[src/rtl/core/ricd_pkg.sv]
// Package for the RISC-V instruction class decoder.
// Holds the configuration type, register indexes, opcode codes and class numbers.
// It has no dependencies; every other file in rtl/core refers to it by scoped name.
package ricd_pkg;

  // Configuration register indexes
  localparam logic [1:0] REG_XLEN_MODE  = 2'd0;
  localparam logic [1:0] REG_COMPRESSED = 2'd1;
  localparam logic [1:0] REG_VECTOR     = 2'd2;
  localparam logic [1:0] REG_ATOMICS    = 2'd3;

  // Register width codes
  localparam logic [1:0] XLEN_32  = 2'd0;
  localparam logic [1:0] XLEN_64  = 2'd1;

  // Configuration as seen by the decoder
  typedef struct packed {
    logic [1:0] xlen_mode;
    logic       compressed_enable;
    logic       vector_enable;
    logic       atomics_enable;
  } cfg_t;

  typedef logic [6:0] class_t;

  // Compressed quadrants
  localparam logic [1:0] CQ_0    = 2'b00;
  localparam logic [1:0] CQ_1    = 2'b01;
  localparam logic [1:0] CQ_2    = 2'b10;
  localparam logic [1:0] CQ_FULL = 2'b11;

  // Major opcodes of 32-bit encodings
  localparam logic [6:0] OP_LOAD     = 7'h03;
  localparam logic [6:0] OP_STORE    = 7'h23;
  localparam logic [6:0] OP_BRANCH   = 7'h63;
  localparam logic [6:0] OP_LUI      = 7'h37;
  localparam logic [6:0] OP_AUIPC    = 7'h17;
  localparam logic [6:0] OP_JAL      = 7'h6F;
  localparam logic [6:0] OP_JALR     = 7'h67;
  localparam logic [6:0] OP_IMM      = 7'h13;
  localparam logic [6:0] OP_REG      = 7'h33;
  localparam logic [6:0] OP_REG_32   = 7'h3B;
  localparam logic [6:0] OP_IMM_32   = 7'h1B;
  localparam logic [6:0] OP_SYSTEM   = 7'h73;
  localparam logic [6:0] OP_FENCE    = 7'h0F;
  localparam logic [6:0] OP_LOAD_FP  = 7'h07;
  localparam logic [6:0] OP_STORE_FP = 7'h27;
  localparam logic [6:0] OP_MADD     = 7'h43;
  localparam logic [6:0] OP_MSUB     = 7'h47;
  localparam logic [6:0] OP_NMSUB    = 7'h4B;
  localparam logic [6:0] OP_NMADD    = 7'h4F;
  localparam logic [6:0] OP_FP       = 7'h53;
  localparam logic [6:0] OP_VECTOR   = 7'h57;
  localparam logic [6:0] OP_AMO      = 7'h2F;

  // funct7 groups of the register-register opcode
  localparam logic [6:0] F7_BASE = 7'h00;
  localparam logic [6:0] F7_MULDIV = 7'h01;
  localparam logic [6:0] F7_SHADD = 7'h10;
  localparam logic [6:0] F7_ALT = 7'h20;

  // Handler classes
  localparam class_t CL_C_ADDI = 7'd0;
  localparam class_t CL_C_FUNC = 7'd1;
  localparam class_t CL_C_LI   = 7'd2;
  localparam class_t CL_C_JUMP = 7'd3;
  localparam class_t CL_C_MV   = 7'd4;
  localparam class_t CL_NOP    = 7'd5;
  localparam class_t CL_LDB    = 7'd6;
  localparam class_t CL_LDH    = 7'd7;
  localparam class_t CL_LDW    = 7'd8;
  localparam class_t CL_LDD    = 7'd9;
  localparam class_t CL_INVALID = 7'd10;
  localparam class_t CL_LDBU   = 7'd11;
  localparam class_t CL_LDHU   = 7'd12;
  localparam class_t CL_LDWU   = 7'd13;
  localparam class_t CL_STB    = 7'd14;
  localparam class_t CL_STH    = 7'd15;
  localparam class_t CL_STW    = 7'd16;
  localparam class_t CL_STD    = 7'd17;
  localparam class_t CL_BEQ    = 7'd18;
  localparam class_t CL_BNE    = 7'd19;
  localparam class_t CL_BLT    = 7'd20;
  localparam class_t CL_BGE    = 7'd21;
  localparam class_t CL_BLTU   = 7'd22;
  localparam class_t CL_BGEU   = 7'd23;
  localparam class_t CL_LUI    = 7'd24;
  localparam class_t CL_AUIPC  = 7'd25;
  localparam class_t CL_JAL    = 7'd26;
  localparam class_t CL_JALR   = 7'd27;
  localparam class_t CL_LI     = 7'd28;
  localparam class_t CL_ADDI   = 7'd29;
  localparam class_t CL_SLLI   = 7'd30;
  localparam class_t CL_SLTI   = 7'd31;
  localparam class_t CL_SLTIU  = 7'd32;
  localparam class_t CL_XORI   = 7'd33;
  localparam class_t CL_SRAI   = 7'd34;
  localparam class_t CL_SRLI   = 7'd35;
  localparam class_t CL_ORI    = 7'd36;
  localparam class_t CL_ANDI   = 7'd37;
  localparam class_t CL_ADD    = 7'd38;
  localparam class_t CL_SUB    = 7'd39;
  localparam class_t CL_SLL    = 7'd40;
  localparam class_t CL_SLT    = 7'd41;
  localparam class_t CL_SLTU   = 7'd42;
  localparam class_t CL_XOR    = 7'd43;
  localparam class_t CL_SRL    = 7'd44;
  localparam class_t CL_OR     = 7'd45;
  localparam class_t CL_AND    = 7'd46;
  localparam class_t CL_MUL    = 7'd47;
  localparam class_t CL_MULH   = 7'd48;
  localparam class_t CL_MULHSU = 7'd49;
  localparam class_t CL_MULHU  = 7'd50;
  localparam class_t CL_DIV    = 7'd51;
  localparam class_t CL_DIVU   = 7'd52;
  localparam class_t CL_REM    = 7'd53;
  localparam class_t CL_REMU   = 7'd54;
  localparam class_t CL_SH1ADD = 7'd55;
  localparam class_t CL_SH2ADD = 7'd56;
  localparam class_t CL_SH3ADD = 7'd57;
  localparam class_t CL_SRA    = 7'd58;
  localparam class_t CL_FUNC   = 7'd59;
  localparam class_t CL_SYSCALL = 7'd60;
  localparam class_t CL_SYSTEM = 7'd61;
  localparam class_t CL_FLW    = 7'd62;
  localparam class_t CL_FLD    = 7'd63;
  localparam class_t CL_VLE32  = 7'd64;
  localparam class_t CL_FSW    = 7'd65;
  localparam class_t CL_FSD    = 7'd66;
  localparam class_t CL_VSE32  = 7'd67;
  localparam class_t CL_FMADD  = 7'd68;
  localparam class_t CL_FADD   = 7'd69;
  localparam class_t CL_FSUB   = 7'd70;
  localparam class_t CL_FMUL   = 7'd71;
  localparam class_t CL_FDIV   = 7'd72;
  localparam class_t CL_LAST   = CL_FDIV;

endpackage

[src/rtl/core/ricd_cfg_regs.sv]
// Configuration registers of the instruction class decoder.
// Depends on ricd_pkg for the register indexes and the cfg_t type.
module ricd_cfg_regs (
  input  logic              clk,
  input  logic              rst,
  input  logic              cfg_write,
  input  logic [1:0]        cfg_index,
  input  logic [1:0]        cfg_data,
  output ricd_pkg::cfg_t    cfg
);

  ricd_pkg::cfg_t cfg_reg;

  // Each write updates the one register named by the index.
  always_ff @(posedge clk) begin
    if (rst) begin
      cfg_reg.xlen_mode         <= ricd_pkg::XLEN_32;
      cfg_reg.compressed_enable <= 1'b1;
      cfg_reg.vector_enable     <= 1'b0;
      cfg_reg.atomics_enable    <= 1'b1;
    end else if (cfg_write) begin
      case (cfg_index)
        ricd_pkg::REG_XLEN_MODE:  cfg_reg.xlen_mode         <= cfg_data;
        ricd_pkg::REG_COMPRESSED: cfg_reg.compressed_enable <= cfg_data[0];
        ricd_pkg::REG_VECTOR:     cfg_reg.vector_enable     <= cfg_data[0];
        ricd_pkg::REG_ATOMICS:    cfg_reg.atomics_enable    <= cfg_data[0];
        default: ;
      endcase
    end
  end

  assign cfg = cfg_reg;

endmodule

[src/rtl/core/ricd_decode.sv]
// Combinational class lookup for one instruction word.
// Depends on ricd_pkg for opcodes, class numbers and the cfg_t type.
module ricd_decode (
  input  ricd_pkg::cfg_t   cfg,
  input  logic [31:0]      word,
  output ricd_pkg::class_t cls
);

  logic [1:0]  quad;
  logic [2:0]  cf3;
  logic [4:0]  crd;
  logic [4:0]  crs2;
  logic [6:0]  op;
  logic [4:0]  rd;
  logic [2:0]  f3;
  logic [4:0]  rs1;
  logic [6:0]  f7;
  logic        wide;
  ricd_pkg::class_t c_cls;
  ricd_pkg::class_t f_cls;
  ricd_pkg::class_t reg_cls;

  assign quad = word[1:0];
  assign cf3  = word[15:13];
  assign crd  = word[11:7];
  assign crs2 = word[6:2];
  assign op   = word[6:0];
  assign rd   = word[11:7];
  assign f3   = word[14:12];
  assign rs1  = word[19:15];
  assign f7   = word[31:25];
  assign wide = (cfg.xlen_mode != ricd_pkg::XLEN_32);

  // Compressed encodings: quadrant and funct3 pick the class.
  always_comb begin
    c_cls = ricd_pkg::CL_C_FUNC;
    case (quad)
      ricd_pkg::CQ_1: begin
        case (cf3)
          3'd0: c_cls = (crd != 5'd0) ? ricd_pkg::CL_C_ADDI : ricd_pkg::CL_C_FUNC;
          3'd1: c_cls = (cfg.xlen_mode == ricd_pkg::XLEN_64) ? ricd_pkg::CL_C_FUNC
                                                             : ricd_pkg::CL_C_JUMP;
          3'd2: c_cls = (crd != 5'd0) ? ricd_pkg::CL_C_LI : ricd_pkg::CL_C_FUNC;
          3'd5, 3'd6, 3'd7: c_cls = ricd_pkg::CL_C_JUMP;
          default: c_cls = ricd_pkg::CL_C_FUNC;
        endcase
      end
      ricd_pkg::CQ_2: begin
        if (cf3 == 3'd4) begin
          if (crd != 5'd0 && crs2 == 5'd0) begin
            c_cls = ricd_pkg::CL_C_JUMP;
          end else if (!word[12] && crd != 5'd0) begin
            c_cls = ricd_pkg::CL_C_MV;
          end
        end
      end
      default: c_cls = ricd_pkg::CL_C_FUNC;
    endcase
  end

  // Register-register opcode: funct7 group, then funct3.
  always_comb begin
    reg_cls = ricd_pkg::CL_INVALID;
    case (f7)
      ricd_pkg::F7_BASE: begin
        case (f3)
          3'd0: reg_cls = ricd_pkg::CL_ADD;
          3'd1: reg_cls = ricd_pkg::CL_SLL;
          3'd2: reg_cls = ricd_pkg::CL_SLT;
          3'd3: reg_cls = ricd_pkg::CL_SLTU;
          3'd4: reg_cls = ricd_pkg::CL_XOR;
          3'd5: reg_cls = ricd_pkg::CL_SRL;
          3'd6: reg_cls = ricd_pkg::CL_OR;
          default: reg_cls = ricd_pkg::CL_AND;
        endcase
      end
      ricd_pkg::F7_MULDIV: reg_cls = ricd_pkg::CL_MUL + {4'd0, f3};
      ricd_pkg::F7_SHADD: begin
        case (f3)
          3'd2: reg_cls = ricd_pkg::CL_SH1ADD;
          3'd4: reg_cls = ricd_pkg::CL_SH2ADD;
          3'd6: reg_cls = ricd_pkg::CL_SH3ADD;
          default: reg_cls = ricd_pkg::CL_INVALID;
        endcase
      end
      ricd_pkg::F7_ALT: begin
        case (f3)
          3'd0: reg_cls = ricd_pkg::CL_SUB;
          3'd5: reg_cls = ricd_pkg::CL_SRA;
          default: reg_cls = ricd_pkg::CL_INVALID;
        endcase
      end
      default: reg_cls = ricd_pkg::CL_INVALID;
    endcase
  end

  // Full-width encodings: major opcode first, then the minor fields.
  always_comb begin
    f_cls = ricd_pkg::CL_INVALID;
    case (op)
      ricd_pkg::OP_LOAD: begin
        case (f3)
          3'd0: f_cls = ricd_pkg::CL_LDB;
          3'd1: f_cls = ricd_pkg::CL_LDH;
          3'd2: f_cls = ricd_pkg::CL_LDW;
          3'd3: f_cls = wide ? ricd_pkg::CL_LDD : ricd_pkg::CL_INVALID;
          3'd4: f_cls = ricd_pkg::CL_LDBU;
          3'd5: f_cls = ricd_pkg::CL_LDHU;
          3'd6: f_cls = ricd_pkg::CL_LDWU;
          default: f_cls = ricd_pkg::CL_INVALID;
        endcase
        if (rd == 5'd0) begin
          f_cls = ricd_pkg::CL_NOP;
        end
      end
      ricd_pkg::OP_STORE: begin
        case (f3)
          3'd0: f_cls = ricd_pkg::CL_STB;
          3'd1: f_cls = ricd_pkg::CL_STH;
          3'd2: f_cls = ricd_pkg::CL_STW;
          3'd3: f_cls = wide ? ricd_pkg::CL_STD : ricd_pkg::CL_INVALID;
          default: f_cls = ricd_pkg::CL_INVALID;
        endcase
      end
      ricd_pkg::OP_BRANCH: begin
        case (f3)
          3'd0: f_cls = ricd_pkg::CL_BEQ;
          3'd1: f_cls = ricd_pkg::CL_BNE;
          3'd4: f_cls = ricd_pkg::CL_BLT;
          3'd5: f_cls = ricd_pkg::CL_BGE;
          3'd6: f_cls = ricd_pkg::CL_BLTU;
          3'd7: f_cls = ricd_pkg::CL_BGEU;
          default: f_cls = ricd_pkg::CL_INVALID;
        endcase
      end
      ricd_pkg::OP_LUI:   f_cls = (rd == 5'd0) ? ricd_pkg::CL_NOP : ricd_pkg::CL_LUI;
      ricd_pkg::OP_AUIPC: f_cls = (rd == 5'd0) ? ricd_pkg::CL_NOP : ricd_pkg::CL_AUIPC;
      ricd_pkg::OP_JAL:   f_cls = ricd_pkg::CL_JAL;
      ricd_pkg::OP_JALR:  f_cls = ricd_pkg::CL_JALR;
      ricd_pkg::OP_IMM: begin
        case (f3)
          3'd0: f_cls = (rs1 == 5'd0) ? ricd_pkg::CL_LI : ricd_pkg::CL_ADDI;
          3'd1: f_cls = ricd_pkg::CL_SLLI;
          3'd2: f_cls = ricd_pkg::CL_SLTI;
          3'd3: f_cls = ricd_pkg::CL_SLTIU;
          3'd4: f_cls = ricd_pkg::CL_XORI;
          3'd5: f_cls = word[30] ? ricd_pkg::CL_SRAI : ricd_pkg::CL_SRLI;
          3'd6: f_cls = ricd_pkg::CL_ORI;
          default: f_cls = ricd_pkg::CL_ANDI;
        endcase
        if (rd == 5'd0) begin
          f_cls = ricd_pkg::CL_NOP;
        end
      end
      ricd_pkg::OP_REG: f_cls = (rd == 5'd0) ? ricd_pkg::CL_NOP : reg_cls;
      ricd_pkg::OP_REG_32, ricd_pkg::OP_IMM_32: f_cls = ricd_pkg::CL_FUNC;
      ricd_pkg::OP_SYSTEM: begin
        f_cls = (f3 == 3'd0 && word[31:20] == 12'd0) ? ricd_pkg::CL_SYSCALL
                                                      : ricd_pkg::CL_SYSTEM;
      end
      ricd_pkg::OP_FENCE: f_cls = ricd_pkg::CL_NOP;
      ricd_pkg::OP_LOAD_FP: begin
        if (f3 == 3'd2) begin
          f_cls = ricd_pkg::CL_FLW;
        end else if (f3 == 3'd3) begin
          f_cls = ricd_pkg::CL_FLD;
        end else if (f3 == 3'd6 && cfg.vector_enable) begin
          f_cls = ricd_pkg::CL_VLE32;
        end
      end
      ricd_pkg::OP_STORE_FP: begin
        if (f3 == 3'd2) begin
          f_cls = ricd_pkg::CL_FSW;
        end else if (f3 == 3'd3) begin
          f_cls = ricd_pkg::CL_FSD;
        end else if (f3 == 3'd6 && cfg.vector_enable) begin
          f_cls = ricd_pkg::CL_VSE32;
        end
      end
      ricd_pkg::OP_MADD: f_cls = ricd_pkg::CL_FMADD;
      ricd_pkg::OP_MSUB, ricd_pkg::OP_NMSUB, ricd_pkg::OP_NMADD: f_cls = ricd_pkg::CL_FUNC;
      ricd_pkg::OP_FP: begin
        case (word[31:27])
          5'd0: f_cls = ricd_pkg::CL_FADD;
          5'd1: f_cls = ricd_pkg::CL_FSUB;
          5'd2: f_cls = ricd_pkg::CL_FMUL;
          5'd3: f_cls = ricd_pkg::CL_FDIV;
          default: f_cls = ricd_pkg::CL_FUNC;
        endcase
      end
      ricd_pkg::OP_VECTOR: f_cls = cfg.vector_enable ? ricd_pkg::CL_FUNC
                                                     : ricd_pkg::CL_INVALID;
      ricd_pkg::OP_AMO: f_cls = cfg.atomics_enable ? ricd_pkg::CL_FUNC
                                                   : ricd_pkg::CL_INVALID;
      default: f_cls = ricd_pkg::CL_INVALID;
    endcase
  end

  // A word whose low bits are not both set is compressed when that decode is on.
  assign cls = (cfg.compressed_enable && quad != ricd_pkg::CQ_FULL) ? c_cls : f_cls;

endmodule

[src/rtl/core/riscv_instruction_class_decoder.sv]
// RISC-V instruction class decoder, top level: input register, class lookup, result register.
// The lookup is a single pass of logic between the input register and the result register.
// Throughput: one instruction per cycle while out_ready does not hold back the result stage.
// Reset: rst is synchronous and active high; it empties both stages and restores the
// configuration to 32-bit width, compressed and atomic decode on, vector decode off.
// Depends on ricd_pkg, ricd_cfg_regs and ricd_decode.
module riscv_instruction_class_decoder (
  input  logic        clk,
  input  logic        rst,
  input  logic        cfg_write,
  input  logic [1:0]  cfg_index,
  input  logic [1:0]  cfg_data,
  input  logic        in_valid,
  output logic        in_ready,
  input  logic [31:0] instr_word,
  output logic        out_valid,
  input  logic        out_ready,
  output logic [6:0]  handler_class
);

  ricd_pkg::cfg_t   cfg;
  ricd_pkg::class_t cls;
  logic             word_valid;
  logic [31:0]      word;
  logic             result_valid;
  ricd_pkg::class_t result;
  logic             result_free;
  logic             word_move;

  ricd_cfg_regs u_cfg (
    .clk       (clk),
    .rst       (rst),
    .cfg_write (cfg_write),
    .cfg_index (cfg_index),
    .cfg_data  (cfg_data),
    .cfg       (cfg)
  );

  ricd_decode u_decode (
    .cfg  (cfg),
    .word (word),
    .cls  (cls)
  );

  // Handshake: each stage advances when the one after it is free or draining.
  assign result_free = !result_valid || out_ready;
  assign word_move   = word_valid && result_free;
  assign in_ready    = !word_valid || result_free;

  // Input stage
  always_ff @(posedge clk) begin
    if (rst) begin
      word_valid <= 1'b0;
    end else if (in_ready) begin
      word_valid <= in_valid;
    end
  end

  always_ff @(posedge clk) begin
    if (in_valid && in_ready) begin
      word <= instr_word;
    end
  end

  // Result stage
  always_ff @(posedge clk) begin
    if (rst) begin
      result_valid <= 1'b0;
    end else if (result_free) begin
      result_valid <= word_valid;
    end
  end

  always_ff @(posedge clk) begin
    if (word_move) begin
      result <= cls;
    end
  end

  assign out_valid     = result_valid;
  assign handler_class = result;

`ifndef SYNTHESIS
  // A decoded word always reaches the result register in the next cycle.
  assert property (@(posedge clk) disable iff (rst) word_move |=> result_valid)
    else $error("decoded word did not reach the result stage");

  // The class offered is always one of the defined handler classes.
  assert property (@(posedge clk) disable iff (rst)
    result_valid |-> (result <= ricd_pkg::CL_LAST))
    else $error("handler class out of range");

  // With compressed decode off, a word without both low bits set is invalid.
  assert property (@(posedge clk) disable iff (rst)
    (word_move && !cfg.compressed_enable && word[1:0] != ricd_pkg::CQ_FULL)
    |=> (result == ricd_pkg::CL_INVALID))
    else $error("non-32-bit word not classed invalid");

  // Input is refused only while a word waits behind a stalled result.
  assert property (@(posedge clk) disable iff (rst)
    !in_ready |-> (word_valid && result_valid && !out_ready))
    else $error("input refused without a stall");
`endif

endmodule

[config.mk]
export PLATFORM = sky130hd
export DESIGN_NAME = riscv_instruction_class_decoder
export DESIGN_NICKNAME = d
export VERILOG_FILES = /design/src/rtl/core/ricd_pkg.sv /design/src/rtl/core/ricd_cfg_regs.sv /design/src/rtl/core/ricd_decode.sv /design/src/rtl/core/riscv_instruction_class_decoder.sv
export SDC_FILE = /design/constraint.sdc
export NUM_CORES = 1
export LEC_CHECK = 0
export BUFFER_PORTS_ARGS = -buffer_cell sky130_fd_sc_hd__buf_2
export CORE_UTILIZATION = 50
export CTS_BUF_LIST = sky130_fd_sc_hd__clkbuf_8
export CTS_CLUSTER_DIAMETER = 120
export DETAILED_ROUTE_END_ITERATION = 10
export PLACE_DENSITY = 0.75
export SLEW_MARGIN = 10
export SYNTH_ARGS = -nofsm -noshare
export SYNTH_HDL_FRONTEND = slang
export SYNTH_SLANG_ARGS = --single-unit
[constraint.sdc]
create_clock -name clk -period 2 [get_ports clk]
set_input_delay 0.4 -clock clk [delete_from_list [all_inputs] [get_ports clk]]
set_output_delay 0.4 -clock clk [all_outputs]
set_load 0.005 [all_outputs]
==> run summary, run 1 <==
=========================================================================================
Status ..................................................................... finished, violations left
Failing checks ............................................................. negative setup slack
Final RePlAce weighted congestion ..........................................        1.063
Placed wire-length estimate ................................................     6.025 mm
Peak ir drop on the vdd network ............................................    0.4311 mV
Post-route worst setup slack ...............................................  -0.08844 ns
Sequential cell area .......................................................   1311 sq um
Number of flip-flops under the largest register name .......................           32
Vias in the first global route .............................................         2702
Achievable clock frequency .................................................    478.8 MHz
Initial antenna violation count ............................................            0
Leakage Power ..............................................................     1.610 nW
Ys flop type ...............................................................     edfxtp_1
Number of nets in the layout ...............................................          461
Category of the worst setup path launch point ..............................         flop
Congestion Overflow GR .....................................................            0
Sequential share of the synthesized area ...................................       45.80%
Power density over cell area ............................................... 569.2 nW/um^2
Area of the multi-input gates ..............................................   1637 sq um
Final worst-path cycle share ...............................................       104.4%
WL/cell ....................................................................     17.06 um
Syn nets ...................................................................          345
Final Instance Count excl. Fillers .........................................          484
Total Die Area .............................................................   6032 sq um
Kind of path behind the tightest hold check ................................       in2reg
CP Data Required Time ......................................................      2.16 ns
Unrepaired setup endpoints after global routing ............................         true
Area added between synthesis and finish ....................................       39.60%
Finished Cell Area .........................................................   3996 sq um
Number of buffers between clock root and the deepest sink ..................            2
Layout fillers .............................................................          412
First-pass GRT wire length .................................................     13.10 mm
Proportion of register bits with asynchronous set or reset after synthesis .           0%
Number of placed I/O pins ..................................................           50
Worst Max-Slew Pin Slew ....................................................    0.4243 ns
Count of state elements after synthesis ....................................           46
Number of diodes ...........................................................            0
Initial cell density of the core ...........................................       51.99%
Remaining antenna violation count ..........................................            0
Hold Buf Count CTS .........................................................            0
DP Cell Count ..............................................................          467
Drc violations .............................................................            0
Height of the die ..........................................................     77.67 um
Detailed-route via count ...................................................         2888
Worst Hold Margin ..........................................................    0.2628 ns
Yosys synthesis warning count ..............................................            0
Worst setup path class .....................................................      reg2reg
GR Layer Usage met2 ........................................................       44.60%
Count of buffers inserted at the top-level ports ...........................           49
Clock buffers created by TritonCTS .........................................            5
Drt via density ............................................................        5.967
Final worst clock skew .....................................................  0.007784 ns
Final setup violation count ................................................            5
Instance area after placement ..............................................   3618 sq um
Count of standard-cell rows ................................................           27
Pre-Repair DR Iteration Count ..............................................            5
Iteration-0 DRC count of the detailed router ...............................          399
Met3 track demand over resource ............................................       4.706%
Width of the chip ..........................................................     77.67 um
Clock tree from TritonCTS ..................................................         done
Number of different library cells in the post-synthesis netlist ............           62
Most used routing layer ....................................................         met2
Clock-pin slew on the worst setup and hold paths ...........................      0.09 ns
Combined area of all synthesized cells .....................................   2863 sq um
Worst slew slack as a fraction of its limit ................................       70.98%
Largest net degree at the start of global routing ..........................           33
Number of max-slew violations in the final report ..........................            0
Crit path time final .......................................................     2.088 ns
H-tree levels ..............................................................            2
Data arrival time at the worst-slack endpoint ..............................      2.25 ns
Gr usage total .............................................................       28.26%
Max_cap viols ..............................................................            0
Avg Inst Size Synth ........................................................  9.704 sq um
Clock Tree Root ............................................................     clkbuf_8
Sum of routed wire length over all layers ..................................     8.255 mm
Synthesized instance count .................................................          295
Final hold violations ......................................................            0
Fraction of final layout cells with drive strength greater than 1 ..........       41.02%
Total power after layout ...................................................     2.275 mW
Highest fanout seen on the critical path ...................................            5
EDFF count, synth ..........................................................           39
Area of the placeable core .................................................   5507 sq um
Insertion delay to the later sink of the worst-skew pair ...................      0.31 ns
Global Route met1 Usage ....................................................       38.63%
Number of sinks driven by the clock tree ...................................           46
Critical Path Sink Type ....................................................         flop
=========================================================================================
[layer usage]
| layer | vias up | wire length [um] |
|---|---|---|
| li1 | 1345 | - |
| met1 | 1302 | 3447 |
| met2 | 203 | 3734 |
| met3 | 38 | 770 |
| met4 | 0 | 302 |
| met5 | - | 0 |
[synth_stat cells (2+ instances only)]
master	n	area, sq um
edfxtp_1	39	1171
o22ai_1	9	56.30
dfxtp_1	7	140.1
nand2b_1	11	68.82
a21o_1	4	30.03
a31oi_1	3	18.77
and2_1	5	31.28
or4_1	2	15.01
xnor2_1	2	17.52
nor2_1	23	86.33
a2111oi_0	2	17.52
nand2_1	19	71.32
a2bb2oi_1	2	17.52
nor2b_1	18	112.6
nand3_1	12	60.06
buf_2	3	15.01
a22oi_1	2	15.01
inv_1	10	37.54
o311ai_0	2	17.52
o21ai_0	19	95.09
nor3_1	11	55.05
or3_1	2	12.51
nor3b_1	3	22.52
or2_2	3	18.77
mux2i_1	5	50.05
nand4b_1	2	17.52
and3_1	3	18.77
a21oi_1	16	80.08
o211ai_1	2	15.01
o31ai_1	5	37.54
clkbuf_1	6	22.52
nor4_1	3	18.77
a211oi_1	2	15.01
nand4_1	2	12.51
ha_1	9	112.6
[where the power goes]
| part | switching (mW) | leakage, nW | internal, mW |
|---|---|---|---|
| Clock | 0.332 | 0.0504 | 0.372 |
| Combinational | 0.224 | 1.12 | 0.216 |
| Sequential | 0.0302 | 0.435 | 1.10 |
| Total | 0.587 | 1.61 | 1.69 |
[path summary, 6_finish.rpt]
path / from / endpoint / slack (ns) / cells past startpoint
max: word[29] / handler_class[0] / -0.09 / 6
min: instr_word[29] / word[29] / 0.26 / 1
max reg2reg: word[29] / handler_class[0] / -0.09 / 6
min reg2reg: word_valid / out_valid / 0.51 / 2
[cells in the final DEF, fill, tap and decap left out, types with 4 or more instances in the layout]
cell type / n
inv_1: 7
nor2b_1: 15
dfxtp_1: 7
buf_4: 68
nor3_1: 9
o22ai_1: 9
o31ai_1: 4
edfxtp_1: 39
nor2_1: 21
mux2i_1: 5
a21o_1: 4
nand2_1: 18
o21ai_0: 13
buf_6: 4
o21ai_1: 6
buf_2: 49
clkbuf_8: 5
a21oi_1: 16
nand2b_1: 10
nand3_1: 11
and2_1: 4
[layout make-up]
| class | instances | area share, % |
|---|---|---|
| multi-input combinational | 226 | 40.95 |
| inverter | 11 | 1.096 |
| tap | 72 | 2.254 |
| clock inverter | 3 | 1.127 |
| sequential | 46 | 32.81 |
| clock buffer | 5 | 1.722 |
| timing repair buffer | 121 | 20.04 |
[stage by stage]
stage | worst slack [ns] | utilization, % | TNS (ns)
after floorplan | -0.004137 | - | -0.004137
after global placement | -0.2499 | 65.71 | -0.3613
after detailed placement | -0.2688 | 65.71 | -0.7396
after CTS | -0.01407 | 69.83 | -0.03448
after global routing | -0.1430 | 72.57 | -0.6554
final | -0.08844 | 72.57 | -0.1790
[cells by family (layout without fill, tap and decap cells)]
| family | count (synthesis) | in the layout | synth area share (%) |
|---|---|---|---|
| mux | 5 | 5 | 1.748 |
| fa+ha+maj | 9 | 9 | 3.934 |
| flops | 46 | 46 | 45.80 |
| xor+xnor | 3 | 3 | 0.9180 |
| compound gates | 81 | 81 | 18.71 |
| simple gates | 128 | 128 | 25.35 |
| buf+inv | 23 | 140 | 3.540 |
[critical path, stage by stage (launching register included)]
cell and delay [ns]:
edfxtp_1 0.39, or3_1 0.51, nor4_4 0.30, nand2_1 0.22
o21ai_0 0.27, o21ai_0 0.14, nand4b_1 0.12
[what timing repair did]
| item | in CTS | in global routing |
|---|---|---|
| pin swaps | 5 | 21 |
| cloned | 0 | 0 |
| buffers inserted | 6 | 5 |
| resized for setup | 20 | 31 |
| setup endpoints to repair | 6 | 7 |
Power figures use the tool's default switching activity.
==> run 2: changes to the inputs <==
--- a/config.mk
+++ b/config.mk
@@ -6,11 +6,13 @@
 export NUM_CORES = 1
 export LEC_CHECK = 0
 export BUFFER_PORTS_ARGS = -buffer_cell sky130_fd_sc_hd__buf_2
-export CORE_UTILIZATION = 50
+export CELL_PAD_IN_SITES_DETAIL_PLACEMENT = 0
+export CELL_PAD_IN_SITES_GLOBAL_PLACEMENT = 2
+export CORE_UTILIZATION = 33
 export CTS_BUF_LIST = sky130_fd_sc_hd__clkbuf_8
 export CTS_CLUSTER_DIAMETER = 120
 export DETAILED_ROUTE_END_ITERATION = 10
-export PLACE_DENSITY = 0.75
+export PLACE_DENSITY_LB_ADDON = 0.1
 export SLEW_MARGIN = 10
 export SYNTH_ARGS = -nofsm -noshare
 export SYNTH_HDL_FRONTEND = slang
==> run 2 against run 1 <==
The run still ends with negative setup slack left. Hold slack improved by 0.0036 ns. Count of clock-buffer cells in the layout unchanged. Via count is 5.1% lower. Flip-flop and latch count stayed put. Global-route usage shrank 9.0 points. Clock power is 0.7% higher. Die area up 50%. Combinational power grew 5.5%. Cell count grew 9.1%. Sequential power hardly changed. Non-clock buffer count is 11 higher. Critical path depth grew 2.
==> run summary, run 2 (synthesized netlist as in run 1, its figures left out) <==
================================================================================
Leakage Power .....................................................     1.682 nW   +4.5%
Highest fanout seen on the critical path ..........................            6   +1
FF-to-FF End ...................................................... handler_class[2]
Number of flip-flops under the largest register name ..............           32   unchanged
Worst stage delay on the critical path ............................      0.46 ns   -0.05 ns
Gr usage total ....................................................       19.23%   -9.0 points
Height of the die .................................................     95.14 um   +23%
Sw frac ...........................................................       25.72%   -0.071 points
Congestion Overflow GR ............................................            0   unchanged
Number of max-slew violations in the final report .................            0   unchanged
Worst Max-Slew Pin Slew ...........................................    0.7535 ns   +0.3292 ns
Final setup violation count .......................................            3   -2
Category of the worst setup path launch point .....................         flop
Finished Cell Area ................................................   4195 sq um   +5.0%
Total Die Area ....................................................   9052 sq um   +50%
Final worst clock skew ............................................  0.003988 ns   -0.003796 ns
Largest net degree at the start of global routing .................           33   unchanged
Final hold violations .............................................            0   unchanged
Depth of the worst register-to-register path ......................            8   +2
Combinational power share .........................................        20.2%   +0.9 points
Post-route setup TNS ..............................................   -0.1112 ns   +0.06777 ns
Peak ir drop on the vdd network ...................................    0.3786 mV   -12%
Instance count on the critical path ...............................            8   +2
Number of diodes ..................................................            0   unchanged
Worst setup path class ............................................      reg2reg
Worst slew slack as a fraction of its limit .......................       49.66%   -21 points
Critical path's slowest cell ......................................     edfxtp_1
Most common cell after layout, fill and taps aside ................        buf_4
Top delay family on crit path ..................................... simple AND/OR/NAND/NOR gates
Data arrival time at the worst-slack endpoint .....................      2.14 ns   -0.11 ns
Most Frequent Cell on Critical Path ...............................        buf_4
Number of buffers between clock root and the deepest sink .........            2   unchanged
Number of nets in the layout ......................................          472   +2.4%
Critical Path Sink Type ...........................................         flop
Clock buffers created by TritonCTS ................................            5   unchanged
Kind of path behind the tightest hold check .......................       in2reg
Final RePlAce weighted congestion .................................       0.8932   -16%
Achievable clock frequency ........................................    478.9 MHz   about the same
Unrepaired setup endpoints after global routing ...................         true
Placed wire-length estimate .......................................     6.651 mm   +10%
Area added between synthesis and finish ...........................       46.55%
Int Power .........................................................     1.709 mW   +1.3%
Initial cell density of the core ..................................       34.49%   -17 points
Remaining antenna violation count .................................            0   unchanged
Detailed-route via count ..........................................         2741   -5.1%
Insertion delay to the later sink of the worst-skew pair ..........      0.30 ns   about the same
Sum of routed wire length over all layers .........................     8.435 mm   +2.2%
Critical path buffer and inverter count ...........................            2   +2
Vias in the first global route ....................................         2573   -4.8%
Switching component of the power ..................................    0.5920 mW   +0.89%
Hold Buf Count CTS ................................................            0   unchanged
Clock Tree Root ...................................................     clkbuf_8
Iteration-0 DRC count of the detailed router ......................          151   -62%
H-tree levels .....................................................            2   unchanged
CP Data Required Time .............................................      2.05 ns   -0.11 ns
Launch point of the worst reg-to-reg path .........................     word[13]
Dpl ws ............................................................   -0.2839 ns   -0.01507 ns
Register-to-register setup slack ..................................     -0.09 ns   about the same
First-pass GRT wire length ........................................     13.05 mm   -0.37%
Clock-pin slew on the worst setup and hold paths ..................      0.09 ns   about the same
Drc violations ....................................................            0   unchanged
Setup crit start ..................................................     word[13]
Crit path time final ..............................................     2.088 ns   -0.0002958 ns
Status ............................................................ finished, violations left
Area of the placeable core ........................................   8299 sq um   +51%
WL/cell ...........................................................     15.98 um   -6.3%
Fraction of final layout cells with drive strength greater than 1 .       45.39%   +4.4 points
Share of power burned in registers ................................        49.0%   -0.7 points
List of cells traversed by the critical path ...................... buf_4 > ha_4 > nor3_4 > nor2b_4 > a2111oi_1 > buf_4 > a311oi_2 > nand4_1
Total power after layout ..........................................     2.301 mW   +1.2%
Count of buffers inserted at the top-level ports ..................           49   unchanged
Max_cap viols .....................................................            0   unchanged
Power density over cell area ...................................... 548.5 nW/um^2   -3.6%
Capturing element of the worst setup path ......................... handler_class[2]
Drt via density ...................................................        5.191   -13%
Number of placed I/O pins .........................................           50   unchanged
Layout fillers ....................................................          763   +85%
Count of standard-cell rows .......................................           33   +22%
Initial antenna violation count ...................................            0   unchanged
Pre-Repair DR Iteration Count .....................................            4   -1
Clock tree from TritonCTS .........................................         done
Post-route worst setup slack ......................................  -0.08815 ns   +0.0002958 ns
Width of the chip .................................................     95.14 um   +23%
Commonest cells after routing, fill and taps aside ................ buf_4, buf_2, edfxtp_1
Failing checks .................................................... negative setup slack
Number of sinks driven by the clock tree ..........................           46   unchanged
Instance area after placement .....................................   3790 sq um   +4.7%
Final worst-path cycle share ......................................       104.4%   about the same
Clock power share .................................................        30.8%   -0.2 points
================================================================================
==> run 2: repair_timing <==
item | in CTS | in global routing
setup endpoints to repair | 6 | 6
resized for setup | 41 | 22
pin swaps | 13 | 13
buffers inserted | 6 | 0
==> run 2: worst min-delay path by stage <==
stage,start,end,cells past startpoint
after floorplan,u_cfg.cfg[0],u_cfg.cfg[0],2
after global placement,u_cfg.cfg[0],u_cfg.cfg[0],2
after detailed placement,u_cfg.cfg[0],u_cfg.cfg[0],2
after CTS,instr_word[6],word[6],1
after global routing,instr_word[6],word[6],1
final,instr_word[6],word[6],1
==> run 2: power by group through the flow <==
| stage | Sequential [mW] | Clock (mW) | Combinational (mW) |
|---|---|---|---|
| finish | 1.13 | 0.709 | 0.464 |
| detailed placement | 1.15 | 0 | 0.401 |
| global route | 1.14 | 0.762 | 0.504 |
| global placement | 1.15 | 0 | 0.403 |
| floorplan | 1.15 | 0 | 0.183 |
| CTS | 1.13 | 0.732 | 0.446 |
==> run 2: area by class of cell <==
class / instances / area, sq um / share of cell area, %
timing repair buffer: 132 / 909.6 / 21.68
inverter: 11 / 41.29 / 0.9842
sequential: 46 / 1311 / 31.26
clock buffer: 5 / 68.82 / 1.640
multi-input combinational: 226 / 1689 / 40.26
tap: 105 / 131.4 / 3.132
clock inverter: 3 / 43.79 / 1.044
==> run 2: layer usage <==
metal | global-route usage [%] | part of all wire (%) | vias to the layer above
met5 | 0 | 0 | -
met4 | 7.071 | 2.3 | 0
met3 | 3.748 | 4.8 | 15
met2 | 29.76 | 44 | 83
met1 | 26.44 | 48 | 1265
li1 | - | - | 1378
==> run 2: through the flow <==
stage / instances / util (%) / hold WS [ns]
final: 528 / 50.55 / 0.2664
after global routing: 528 / 50.55 / 0.2527
after CTS: 528 / 49.60 / 0.2563
after detailed placement: 514 / 45.67 / 0.4876
after global placement: 514 / 45.67 / 0.4859
after floorplan: 295 / - / 0.4485
